[config.mk]
export PLATFORM = sky130hd
export DESIGN_NAME = dtd_back
export DESIGN_NICKNAME = d
export VERILOG_FILES = /design/src/dtd_pkg.sv /design/src/dtd_back.sv
export SDC_FILE = /design/constraint.sdc
export NUM_CORES = 1
export LEC_CHECK = 0
export BUFFER_PORTS_ARGS = -buffer_cell sky130_fd_sc_hd__clkbuf_2
export CAP_MARGIN = 20
export CORE_MARGIN = 1
export CORE_UTILIZATION = 40
export DETAILED_ROUTE_END_ITERATION = 10
export GPL_ROUTABILITY_DRIVEN = 0
export SLEW_MARGIN = 20
export SYNTH_ARGS = -nofsm -noshare
export SYNTH_HDL_FRONTEND = slang
export SYNTH_SLANG_ARGS = --single-unit
[constraint.sdc]
create_clock -name clk -period 3.13 [get_ports clk]
set_input_delay 0.1565 -clock clk [delete_from_list [all_inputs] [get_ports clk]]
set_output_delay 0.1565 -clock clk [all_outputs]
set_load 0.01 [all_outputs]
[src/dtd_pkg.sv]
// Shared constants and types for the dirty tile detector.
package dtd_pkg;

  localparam int TILE_BITS      = 10;
  localparam int BYTE_BITS      = 8;
  localparam int DATA_BITS      = 8;
  localparam int COUNT_BITS     = 11;
  localparam int FRAME_BITS     = 32;
  localparam int NUM_TILES      = 1 << TILE_BITS;
  localparam int BYTES_PER_TILE = 1 << BYTE_BITS;
  localparam int STORE_DEPTH    = NUM_TILES * BYTES_PER_TILE;
  localparam int QDEPTH         = 4;
  localparam int QPTR_BITS      = $clog2(QDEPTH);
  localparam int QCNT_BITS      = $clog2(QDEPTH + 1) + 1;

  localparam logic [COUNT_BITS-1:0] COUNT_MAX = '1;
  localparam logic [FRAME_BITS-1:0] FRAME_MAX = '1;
  localparam logic [FRAME_BITS-1:0] FRAME_FIRST = FRAME_BITS'(1);

  typedef struct packed {
    logic [TILE_BITS-1:0] tile;
    logic                 changed;
    logic                 frame_end;
  } dtd_rec_t;

endpackage

[src/dtd_back.sv]
// Back end: counts changed tiles and frames and holds the result register.
module dtd_back
  import dtd_pkg::*;
(
  input  logic                  clk,
  input  logic                  rst,
  input  dtd_rec_t              head,
  input  logic                  q_valid,
  output logic                  q_pop,
  output logic                  empty,
  input  logic                  pop,
  output logic [TILE_BITS-1:0]  tile_id,
  output logic                  tile_changed,
  output logic                  frame_done,
  output logic [COUNT_BITS-1:0] frame_changes,
  output logic [FRAME_BITS-1:0] frame_number
);

  logic                  out_valid;
  logic [COUNT_BITS-1:0] change_count;
  logic [COUNT_BITS-1:0] count_next;
  logic [FRAME_BITS-1:0] frame_counter;

  assign q_pop = q_valid && (!out_valid || pop);
  assign empty = !out_valid;

  always_comb begin
    count_next = change_count;
    if (head.changed && (change_count != COUNT_MAX)) begin
      count_next = change_count + COUNT_BITS'(1);
    end
  end

  always_ff @(posedge clk) begin
    if (rst) begin
      out_valid     <= 1'b0;
      change_count  <= '0;
      frame_counter <= FRAME_FIRST;
    end else begin
      if (q_pop) begin
        out_valid <= 1'b1;
      end else if (pop) begin
        out_valid <= 1'b0;
      end
      if (q_pop) begin
        if (head.frame_end) begin
          change_count  <= '0;
          frame_counter <= (frame_counter == FRAME_MAX) ? FRAME_FIRST
                                                         : frame_counter + FRAME_BITS'(1);
        end else begin
          change_count <= count_next;
        end
      end
    end
  end

  always_ff @(posedge clk) begin
    if (q_pop) begin
      tile_id       <= head.tile;
      tile_changed  <= head.changed;
      frame_done    <= head.frame_end;
      frame_changes <= head.frame_end ? count_next : '0;
      frame_number  <= frame_counter;
    end
  end

endmodule

==> results.toml <==
[global_routing]
grt_pass1_vias = 2489
grt_first_pass_wirelength_um = 12000
grt_max_degree = 34
overflow = 0
grt_usage_pct = 15.3
antenna_found_initial = 0

[synthesis]
syn-num-nets = 362
postSynthCellCount = 344
synth_top_area_cell = "edfxtp_1"
ys_types = 46
ys_seq_area_share_pct = 62.8
ys_ff_latch = 99
synth_top_cell_area_share_pct = 41.0
syn_area_per_cell_um2 = 11.7
ys_warn_count = 0
synth_top_cells_by_area = "edfxtp_1 (41%), dfxtp_1 (22%), xor2_1 (4.1%)"
netlist_area_mm2 = 0.00403

[floorplan]
dieArea_mm2 = 0.0105
rows = 36
die_h_um = 102
core_mm2 = 0.00977
ioPinCount = 73
fp.dieW_um = 102
start_util_pct = 41.2

[worst_setup_path]
critPathArrivalTime_ps = 2320
critPathKind = "reg2out"
cp-start-kind = "register"
path_cells = "or2b_2 > nand2_1 > inv_2 > buf_4 > clkbuf_2"
max_stage_delay_ps = 600
path_max_fanout = 33
cp_data_required_time_ps = 2970
slowest_stage = "inv_2"
end_kind = "output port"

[clocking]
cts_tree = "built"
cts_buffers = 9
htreeDepth = 3
ctsResizeCount = 0
clkSinkCount = 99
clk_pin_slew_ps = 90
post-cts-setup-buffers = 0
cts_hold_buf = 10
clock_path_buffers = 2
insertion_delay_ps = 360
root_buffer = "clkbuf_8"

[timing]
post-route-period-util_pct = 79.0
timing.fmax_mhz = 405
max-slew-margin-rel_pct = 41.3
rsz0062_at_grt = "false"
drv_slew = 0
fin_skew_ps = 4.75
fin_crit_ps = 2470
fin_tns_setup_ps = 0
finalHoldViolCount = 0
worst_pin_slew_ps = 878
setup_violations = 0

[power_and_ir_drop]
p_sw_share_pct = 21.8
power.share.clock_pct = 33.8
combPwrFrac_pct = 6.0
p_leak_nw = 1.78
total_power_mw = 2.38
ir_worst_vdd_v = 0.000183
p_sw_mw = 0.518
p_per_area_mw_per_mm2 = 497
seq_power_share_pct = 60.2
p_int_mw = 1.86

[detailed_routing]
topRoutingLayerUsed = "met4"
drtAntennaViolNets = 0
num_vias = 2798
wl_met2_um = 3530
drc = 0
wirelength_met1_um = 3520
first_pass_iters = 4
wire_per_inst_um = 13.2
drtIter0Drc = 63
wl_um = 7440
via_per_inst = 4.98
dr_wl_met3_um = 260

[place]
io_buffers = 72
placed_cells = 536
placed_cell_area_mm2 = 0.00448
hpwlAfterDp_um = 5010

[cells_and_area]
final_cell_count_no_fill = 562
final_common_cell = "clkbuf_2"
fillers = 910
layout.nets = 442
num_antenna_cells = 0
area_growth_pct = 18.6
drive_above_1_share_pct = 24.2
layout_common_cells = "clkbuf_2 (72), edfxtp_1 (55), dfxtp_1 (44)"
postLayoutCellArea_mm2 = 0.00478

[flow_run]
drv_cap = 0

[hold_path]
holdCritPathClass = "in2reg"

[status]
status = "completed"
[synthesized netlist by cell type, drive strengths merged]
library cell	number
a2111oi	1
a211oi	1
a21oi	18
a22oi	3
a311oi	1
a31oi	6
a41o	1
and2	12
and3	4
and4	9
buf	5
clkbuf	9
dfxtp	44
edfxtp	55
ha	2
inv	5
mux2i	2
nand2	23
nand2b	1
nand3	17
nand3b	2
nand4	11
nor2	37
nor2b	4
nor3	2
nor4	2
nor4b	1
o21ai	15
o21bai	1
o311ai	1
or2	1
or2b	1
or3	16
or4	1
xnor2	11
xor2	19
[registers in the layout, indices dropped and copies added (netlist names)]
name	cells
frame_changes	11
change_count	11
frame_done	1
frame_number	32
out_valid	1
tile_changed	1
frame_counter	32
tile_id	10
[worst max-delay path, delay by kind of cell, from the launching register on]
family                 cells  cell delay [ps]
AND/OR/NAND/NOR            2              360
buffers and inverters      3             1260
flip-flops                 1              330
[cell type report]
cell class                 instances  area [µm²]  area share, %
clock buffer                      11         141           2.96
sequential                        99        2530           53.0
clock inverter                     5        53.8           1.13
inverter                           5        18.8          0.393
multi-input combinational        226        1400           29.3
timing repair buffer              83         468           9.79
tap                              133         166           3.48
[final timing paths]
path	startpoint	slack, ps	endpoint	cells after the start
setup / recovery	out_valid	660	q_pop	5
hold reg to reg	frame_counter[22]	490	frame_number[22]	0
hold / removal	head[1]	40	tile_changed	1
setup reg to reg	frame_counter[6]	880	frame_counter[16]	5
[through the flow]
stage / setup WS [ps] / hold WS (ps) / util (%)
after CTS: 610 / 23.8 / 48.9
after floorplan: 705 / 255 / -
after detailed placement: 863 / 335 / 45.9
after global routing: 480 / 32.8 / 48.9
after global placement: 919 / 334 / 45.9
final: 658 / 41.3 / 48.9
[cell families after synthesis]
logic type | share of synthesized area, %
adder cells (fa/ha/maj) | 0.621
AO/OA/AOI/OAI | 7.17
multiplexers | 0.497
buffers and inverters | 2.45
AND/OR/NAND/NOR | 19.9
flip-flops | 62.8
XOR/XNOR | 6.52
[metal layers]
| layer | vias up | GRT usage, % |
|---|---|---|
| met5 | - | 0 |
| met1 | 1333 | 19.8 |
| met4 | 0 | 7.03 |
| met2 | 48 | 24.2 |
| met3 | 9 | 3.90 |
| li1 | 1408 | - |
[power by group through the flow]
| stage | clock network [mW] | registers (mW) | logic (mW) |
|---|---|---|---|
| after global placement | 0 | 1.46 | 0.134 |
| after floorplan | 0 | 1.48 | 0.0537 |
| after detailed placement | 0 | 1.46 | 0.134 |
| after global routing | 0.876 | 1.44 | 0.159 |
| final | 0.804 | 1.43 | 0.142 |
| after CTS | 0.834 | 1.43 | 0.145 |
No activity file was read; power rests on OpenSTA's default activity.
