**config.mk**
```make
export PLATFORM = sky130hd
export DESIGN_NAME = dtd_queue
export DESIGN_NICKNAME = d
export VERILOG_FILES = /design/src/dtd_pkg.sv /design/src/dtd_queue.sv
export SDC_FILE = /design/constraint.sdc
export NUM_CORES = 1
export LEC_CHECK = 0
export BUFFER_PORTS_ARGS = -buffer_cell sky130_fd_sc_hd__buf_2
export CORE_MARGIN = 3
export CORE_UTILIZATION = 25
export CTS_CLUSTER_DIAMETER = 120
export CTS_CLUSTER_SIZE = 14
export DETAILED_ROUTE_END_ITERATION = 8
export PLACE_DENSITY = 0.43
export SYNTH_ARGS = -nofsm -noshare
export SYNTH_HDL_FRONTEND = slang
export SYNTH_SLANG_ARGS = --single-unit
```
**constraint.sdc**
```tcl
create_clock -name clk -period 3.3 [get_ports clk]
set_input_delay 0.66 -clock clk [delete_from_list [all_inputs] [get_ports clk]]
set_output_delay 0.66 -clock clk [all_outputs]
set_load 0.1 [all_outputs]
```
**src/dtd_pkg.sv**
```systemverilog
// Shared constants and types for the dirty tile detector.
package dtd_pkg;

  localparam int TILE_BITS      = 10;
  localparam int BYTE_BITS      = 8;
  localparam int DATA_BITS      = 8;
  localparam int COUNT_BITS     = 11;
  localparam int FRAME_BITS     = 32;
  localparam int NUM_TILES      = 1 << TILE_BITS;
  localparam int BYTES_PER_TILE = 1 << BYTE_BITS;
  localparam int STORE_DEPTH    = NUM_TILES * BYTES_PER_TILE;
  localparam int QDEPTH         = 4;
  localparam int QPTR_BITS      = $clog2(QDEPTH);
  localparam int QCNT_BITS      = $clog2(QDEPTH + 1) + 1;

  localparam logic [COUNT_BITS-1:0] COUNT_MAX = '1;
  localparam logic [FRAME_BITS-1:0] FRAME_MAX = '1;
  localparam logic [FRAME_BITS-1:0] FRAME_FIRST = FRAME_BITS'(1);

  typedef struct packed {
    logic [TILE_BITS-1:0] tile;
    logic                 changed;
    logic                 frame_end;
  } dtd_rec_t;

endpackage

```
**src/dtd_queue.sv**
```systemverilog
// Short queue of tile records between the front end and the back end.
module dtd_queue
  import dtd_pkg::*;
(
  input  logic                 clk,
  input  logic                 rst,
  input  logic                 wr_en,
  input  dtd_rec_t             wr_rec,
  input  logic                 rd_en,
  output dtd_rec_t             head,
  output logic                 not_empty,
  output logic [QCNT_BITS-1:0] level
);

  dtd_rec_t             slots [QDEPTH];
  logic [QPTR_BITS-1:0] wr_ptr;
  logic [QPTR_BITS-1:0] rd_ptr;

  assign head      = slots[rd_ptr];
  assign not_empty = (level != '0);

  always_ff @(posedge clk) begin
    if (wr_en) begin
      slots[wr_ptr] <= wr_rec;
    end
  end

  always_ff @(posedge clk) begin
    if (rst) begin
      wr_ptr <= '0;
      rd_ptr <= '0;
      level  <= '0;
    end else begin
      if (wr_en) begin
        wr_ptr <= wr_ptr + QPTR_BITS'(1);
      end
      if (rd_en) begin
        rd_ptr <= rd_ptr + QPTR_BITS'(1);
      end
      level <= level + QCNT_BITS'(wr_en) - QCNT_BITS'(rd_en);
    end
  end

endmodule

```
==> summary.txt, run 1 <==
Leakage - 0.997 nW
VDD IR max - 0.483 mV
clk slew on worst S/H paths - 0.06 ns
P&R area growth vs syn - 22.0%
layout cells sized above 1 - 0.368
Switching Share - 0.354
Post-CTS Resized - 0
post-route ant nets - 0
CTS Buffer Depth - 2
Final Max Slew Viols - 0
Logic pwr share - 0.272
routability cong. - 0.739
clock network fraction of design power - 0.322
buffers added on ports - 32
post-synthesis mux area share - 0.128
FF-to-FF path depth - 8
post-synth net total - 143
chip width - 101 um
TritonRoute pass-1 iters - 4
total grt overflow - 0
crit share post-route - 0.820
largest net degree at the start of global routing - 13
max cap viols - 0
fmax - 370 MHz
DR vias/cell - 4.24
internal power - 0.00140 W
largest fanout on the critical path - 8
total number of vias - 1137
pre-CTS WS - 0.872 ns
H-tree levels - 3
DRC viols - 0
sequential power share - 0.406
count of different cell masters after synthesis - 20
Top FF cell, synth - edfxtp_1
total negative slack - 0 ns
Die ar. - 0.0102 sq mm
Post-Synth XOR/XNOR Area - 0.0156
Iter 0 DRT Violations - 29
nets - 184
clk_skew - 0.00464 ns
PwrDens - 787 mW/mm^2
Worst-Margin Slew - 0.688 ns
clock sink count - 58
worst setup path end - head[8]
core footprint - 0.00846 sq mm
gr usage total - 0.0865
Arr. time, crit path - 2.05 ns
CP Launch Type - flip-flop
Post-Syn Area - 0.00225 sq mm
Synth Area in Simple Gates - 0.0361
largest family of logic cells by synthesized area - multiplexers
diode count - 0
# Post-CTS Setup Buffers - 0
CTS tree - done
compound-cell area share of the yosys netlist - 0.00833
starting density of the core - 0.266
Rows - 33
Worst slew margin - 0.541
required time worst endpoint - 2.64 ns
synth warn - 0
Adder-Cell Fraction of Synth Area - 0.0589
DR WL/cell - 15.0 um
EDFF count, synth - 48
initial antenna violation count - 0
Period minus WS final - 2.71 ns
fillers - 807
r2r setup slk - 1.67 ns
CTS Hold Bufs - 0
Chip Height - 101 um
switching power - 0.000765 W
Final Hold Viols - 0
drt total wl - 4030 um
hpwl dp - 2770 um
IO Count - 33
post-synthesis async set-or-reset flop share - 0
final worst setup slack - 0.595 ns
crit path kind - flip-flop to output pin
RSZ-0062 raised after global routing - false
Critical R2R Capture - level[2]
vias in the first global route - 1282
Worst Setup End Kind - output pin
Final Setup Violations - 0
Root Driver - clkbuf_8
total CTS buffers - 9
status - finished clean
sequential-to-total area share from yosys stat - 0.729
Syn Inst Count - 117
Reg-to-Reg Start - level[0]
first-pass GRT wire length - 6370 um
Yosys reg bits - 58
worst hold path type - flip-flop to flip-flop
Clock Latency Late Sink - 0.33 ns
average size of a mapped cell - 19.2 sq um
==> synth_stat cells (all sizes together) (2+ instances only) <==
master   n  area [sq um]
a21oi    2          10.0
dfxtp   10           200
edfxtp  48          1440
xor2     2          17.5
buf      3          21.3
ha       9           113
inv      9          33.8
nand3    2          10.0
xnor2    2          17.5
and2     4          25.0
nor2     8          30.0
mux4    12           278
==> placed cells by master (no fill, tap or decap), types with 4 or more instances in the layout <==
cell	count
mux4_2	10
dfxtp_1	10
ha_1	9
nor2_1	8
edfxtp_1	48
clkbuf_8	9
inv_1	9
and2_1	4
buf_2	32
==> power groups by stage <==
stage	Sequential [W]	Combinational (W)	Clock [W]
2_1_floorplan	0.00100	0.000385	0
3_3_place_gp	0.000892	0.000580	0
3_5_place_dp	0.000895	0.000594	0
4_1_cts	0.000880	0.000595	0.000723
5_1_grt	0.000885	0.000628	0.000755
6_report	0.000877	0.000588	0.000697
==> final cells by class <==
type	count	area [sq um]	area share
multi-input combinational	47	556	0.202
inverter	9	33.8	0.0123
timing repair buffer	33	168	0.0610
clock buffer	9	124	0.0451
clock inverter	7	93.8	0.0342
sequential	58	1640	0.597
tap	105	131	0.0478
==> registers in the layout (all words and copies together) (netlist names), named ones only <==
signal	flops
slots	48
level	4
rd_ptr	2
wr_ptr	2
==> worst max-delay path, cell delays in order, from the launching register on <==
cell     delay, ns
dfxtp_1       0.63
buf_4         0.26
mux4_2        0.51
buf_2         0.31
==> routing by layer <==
layer	vias up	track usage	part of all wire
met5	-	0	0
met1	573	0.0901	0.40
met4	0	0.0245	0.012
met3	6	0.0533	0.075
met2	32	0.146	0.51
li1	526	-	-
==> through the flow <==
stage / power, W / cells / util / hold slack, ns / area, sq um
global route: 0.00227 / 268 / 0.325 / 0.519 / 2750
CTS: 0.00220 / 268 / 0.325 / 0.524 / 2750
floorplan: 0.00139 / 117 / - / 0.485 / 2250
global placement: 0.00147 / 252 / 0.299 / 0.507 / 2530
finish: 0.00216 / 268 / 0.325 / 0.538 / 2750
detailed placement: 0.00149 / 252 / 0.299 / 0.518 / 2530
==> worst min path at each step <==
stage	startpoint	end	slack (ns)	cells after the start
6_report	rd_ptr[1]	rd_ptr[1]	0.54	2
3_3_place_gp	rd_ptr[1]	rd_ptr[1]	0.51	2
3_5_place_dp	rd_ptr[1]	flip-flop	0.52	2
4_1_cts	wr_rec[7]	slots[0][7]	0.52	1
2_1_floorplan	rd_ptr[1]	flip-flop	0.48	2
5_1_grt	wr_rec[7]	slots[0][7]	0.52	1
==> cell families (layout without fill, tap and decap cells) <==
group | count (synthesis) | count (layout)
and+or+nand+nor | 17 | 17
DFF | 58 | 58
buffers and inverters | 12 | 58
AOI/OAI and AO/OA | 3 | 3
adders and majority gates | 10 | 10
xor gates and xnor gates | 4 | 4
muxes | 13 | 13
Note: power is estimated with default switching activity, not from simulation.
==> inputs of run 2 (changes only) <==
--- a/config.mk
+++ b/config.mk
@@ -11,7 +11,7 @@
 export CTS_CLUSTER_DIAMETER = 120
 export CTS_CLUSTER_SIZE = 14
 export DETAILED_ROUTE_END_ITERATION = 8
-export PLACE_DENSITY = 0.43
+export PLACE_DENSITY = 0.45
 export SYNTH_ARGS = -nofsm -noshare
 export SYNTH_HDL_FRONTEND = slang
 export SYNTH_SLANG_ARGS = --single-unit
==> constraint.sdc (replaced) <==
create_clock -name clk -period 2.4 [get_ports clk]
set_input_delay 0.48 -clock clk [delete_from_list [all_inputs] [get_ports clk]]
set_output_delay 0.48 -clock clk [all_outputs]
set_load 0.1 [all_outputs]
==> run 2 against run 1 <==
Total power up 28%; clock power up 6.3%; worst setup slack worse by 0.41 ns; highest routed layer unchanged; utilization down 0.37 points; sequential power up 37%; first-iteration DRC count up 10%; critical endpoint is now head[2].
==> summary.txt, run 2 (synthesized netlist as in run 1, its figures left out) <==
clk slew on worst S/H paths - 0.06 ns (about the same)
VDD IR max - 0.718 mV (was 0.483 mV)
Worst Setup End Kind - output pin (unchanged)
CP Launch Type - flip-flop (unchanged)
crit path kind - flip-flop to output pin (unchanged)
total CTS buffers - 9 (unchanged)
worst setup path end - head[2] (was head[8])
post-route ant nets - 0 (unchanged)
hpwl dp - 2760 um (was 2770 um)
starting density of the core - 0.266 (unchanged)
PwrDens - 1020 mW/mm^2 (was 787 mW/mm^2)
Period minus WS final - 2.21 ns
nets - 186 (was 184)
CTS Buffer Depth - 2 (unchanged)
CP Buf/Inv Count - 2 (unchanged)
first-pass GRT wire length - 6250 um (was 6370 um)
fillers - 822 (was 807)
clock sink count - 58 (unchanged)
gr usage total - 0.0852 (was 0.0865)
crit share post-route - 0.923
max reg flops - 48 (unchanged)
IO Count - 33 (unchanged)
total grt overflow - 0 (unchanged)
Critical R2R Capture - level[2] (unchanged)
Rows - 33 (unchanged)
FF-to-FF path depth - 8 (unchanged)
Largest Register - slots (unchanged)
most frequent cells in the layout - edfxtp_1, buf_2, mux4_2 (was edfxtp_1, buf_2, mux4_2, dfxtp_1)
P&R area growth vs syn - 20.6% (was 22.0%)
fmax - 452 MHz
largest net degree at the start of global routing - 13 (unchanged)
diode count - 0 (unchanged)
vias in the first global route - 1266 (was 1282)
Critical Path, Cell by Cell - buf_4 -> mux4_2 -> buf_2 (unchanged)
Arr. time, crit path - 1.73 ns (was 2.05 ns)
routability cong. - 0.729 (was 0.739)
Reg-to-Reg Start - level[0] (unchanged)
r2r setup slk - 0.74 ns (was 1.67 ns)
largest fanout on the critical path - 5 (was 8)
DRC viols - 0 (unchanged)
CTS Hold Bufs - 0 (unchanged)
drt total wl - 3970 um (was 4030 um)
Final Hold Viols - 0 (unchanged)
stages on the worst setup path - 3 (unchanged)
Iter 0 DRT Violations - 32 (was 29)
worst hold path type - input pin to flip-flop (was flip-flop to flip-flop)
Final Setup Violations - 0 (unchanged)
Worst-Margin Slew - 0.689 ns (was 0.688 ns)
required time worst endpoint - 1.92 ns (was 2.64 ns)
Max stage delay on crit path - 0.51 ns (was 0.63 ns)
DR WL/cell - 14.7 um (was 15.0 um)
layout cells sized above 1 - 0.382 (was 0.368)
total negative slack - 0 ns (unchanged)
TritonRoute pass-1 iters - 4 (unchanged)
# Post-CTS Setup Buffers - 0 (unchanged)
Post-CTS Resized - 0 (unchanged)
Leakage - 0.981 nW (was 0.997 nW)
status - finished clean (unchanged)
initial antenna violation count - 0 (unchanged)
CTS tree - done (unchanged)
core footprint - 0.00846 sq mm (unchanged)
chip width - 101 um (unchanged)
Regs by FF count - slots: 48 flops, level: 4 flops (unchanged)
total number of vias - 1144 (was 1137)
DR vias/cell - 4.24 (about the same)
buffers added on ports - 32 (unchanged)
Clock Latency Late Sink - 0.32 ns (was 0.33 ns)
max cap viols - 0 (unchanged)
Worst slew margin - 0.540 (was 0.541)
Root Driver - clkbuf_8 (unchanged)
H-tree levels - 3 (unchanged)
Die ar. - 0.0102 sq mm (unchanged)
cell family with most CP delay - multiplexers (was flip-flops)
Chip Height - 101 um (unchanged)
slowest CP cell - mux4_2 (was dfxtp_1)
Final Max Slew Viols - 0 (unchanged)
RSZ-0062 raised after global routing - false (unchanged)
final core area utilization - 0.321 (was 0.325)
commonest non-fill, non-tap cell in the layout - edfxtp_1 (unchanged)
clk_skew - 0.00554 ns (was 0.00464 ns)
run 2: cell count changes in the layout (fill, tap and decap cells not counted):
cell        previous run  this run
clkinv_4               1         0
clkinv_1               0         1
dfxtp_1               10         8
inv_6                  0         1
buf_4                  1         3
dfxtp_2                0         2
bufinv_16              2         0
clkinvlp_4             2         3
run 2: worst min-delay path by stage:
stage          startpoint      endpoint  slack, ns  cells past startpoint
6_report        wr_rec[4]   slots[0][4]       0.37                      1
5_1_grt        wr_rec[11]  slots[3][11]       0.34                      1
4_1_cts         wr_rec[4]   slots[1][4]       0.35                      1
3_5_place_dp    rd_ptr[0]     rd_ptr[0]       0.54                      2
3_3_place_gp    rd_ptr[1]     rd_ptr[1]       0.51                      2
2_1_floorplan   rd_ptr[1]     flip-flop       0.48                      2
run 2: report_power, final:
part           internal (W)  switching (W)
combinational      0.000180       0.000643
sequential          0.00117      0.0000328
clock              0.000369       0.000372
run 2: layout make-up:
| type | instances | area [sq um] | share of cell area |
|---|---|---|---|
| Timing Repair Buffer | 35 | 183 | 0.0672 |
| Clock inverter | 7 | 45.0 | 0.0166 |
| Sequential cell | 58 | 1640 | 0.605 |
| Clock buffer | 9 | 124 | 0.0456 |
| Multi-Input combinational cell | 47 | 556 | 0.205 |
| Tap cell | 105 | 131 | 0.0484 |
| Inverter | 9 | 33.8 | 0.0124 |
run 2: through the flow:
step	total power (W)	instances	hold slack [ns]	setup WS, ns	cell area [sq um]
2_1_floorplan	0.00191	117	0.485	0.00638	2250
3_3_place_gp	0.00203	254	0.512	0.417	2550
3_5_place_dp	0.00205	254	0.537	0.390	2550
4_1_cts	0.00281	270	0.346	0.0183	2720
5_1_grt	0.00289	270	0.341	0.0847	2720
6_report	0.00276	270	0.367	0.186	2720
run 2: per-layer routing:
metal  routed length (um)  vias up  GRT usage
li1                     -      531          -
met1                 1500      570     0.0827
met2                 2080       35      0.146
met3                  326        8     0.0519
met4                   56        0     0.0337
met5                    0        -          0
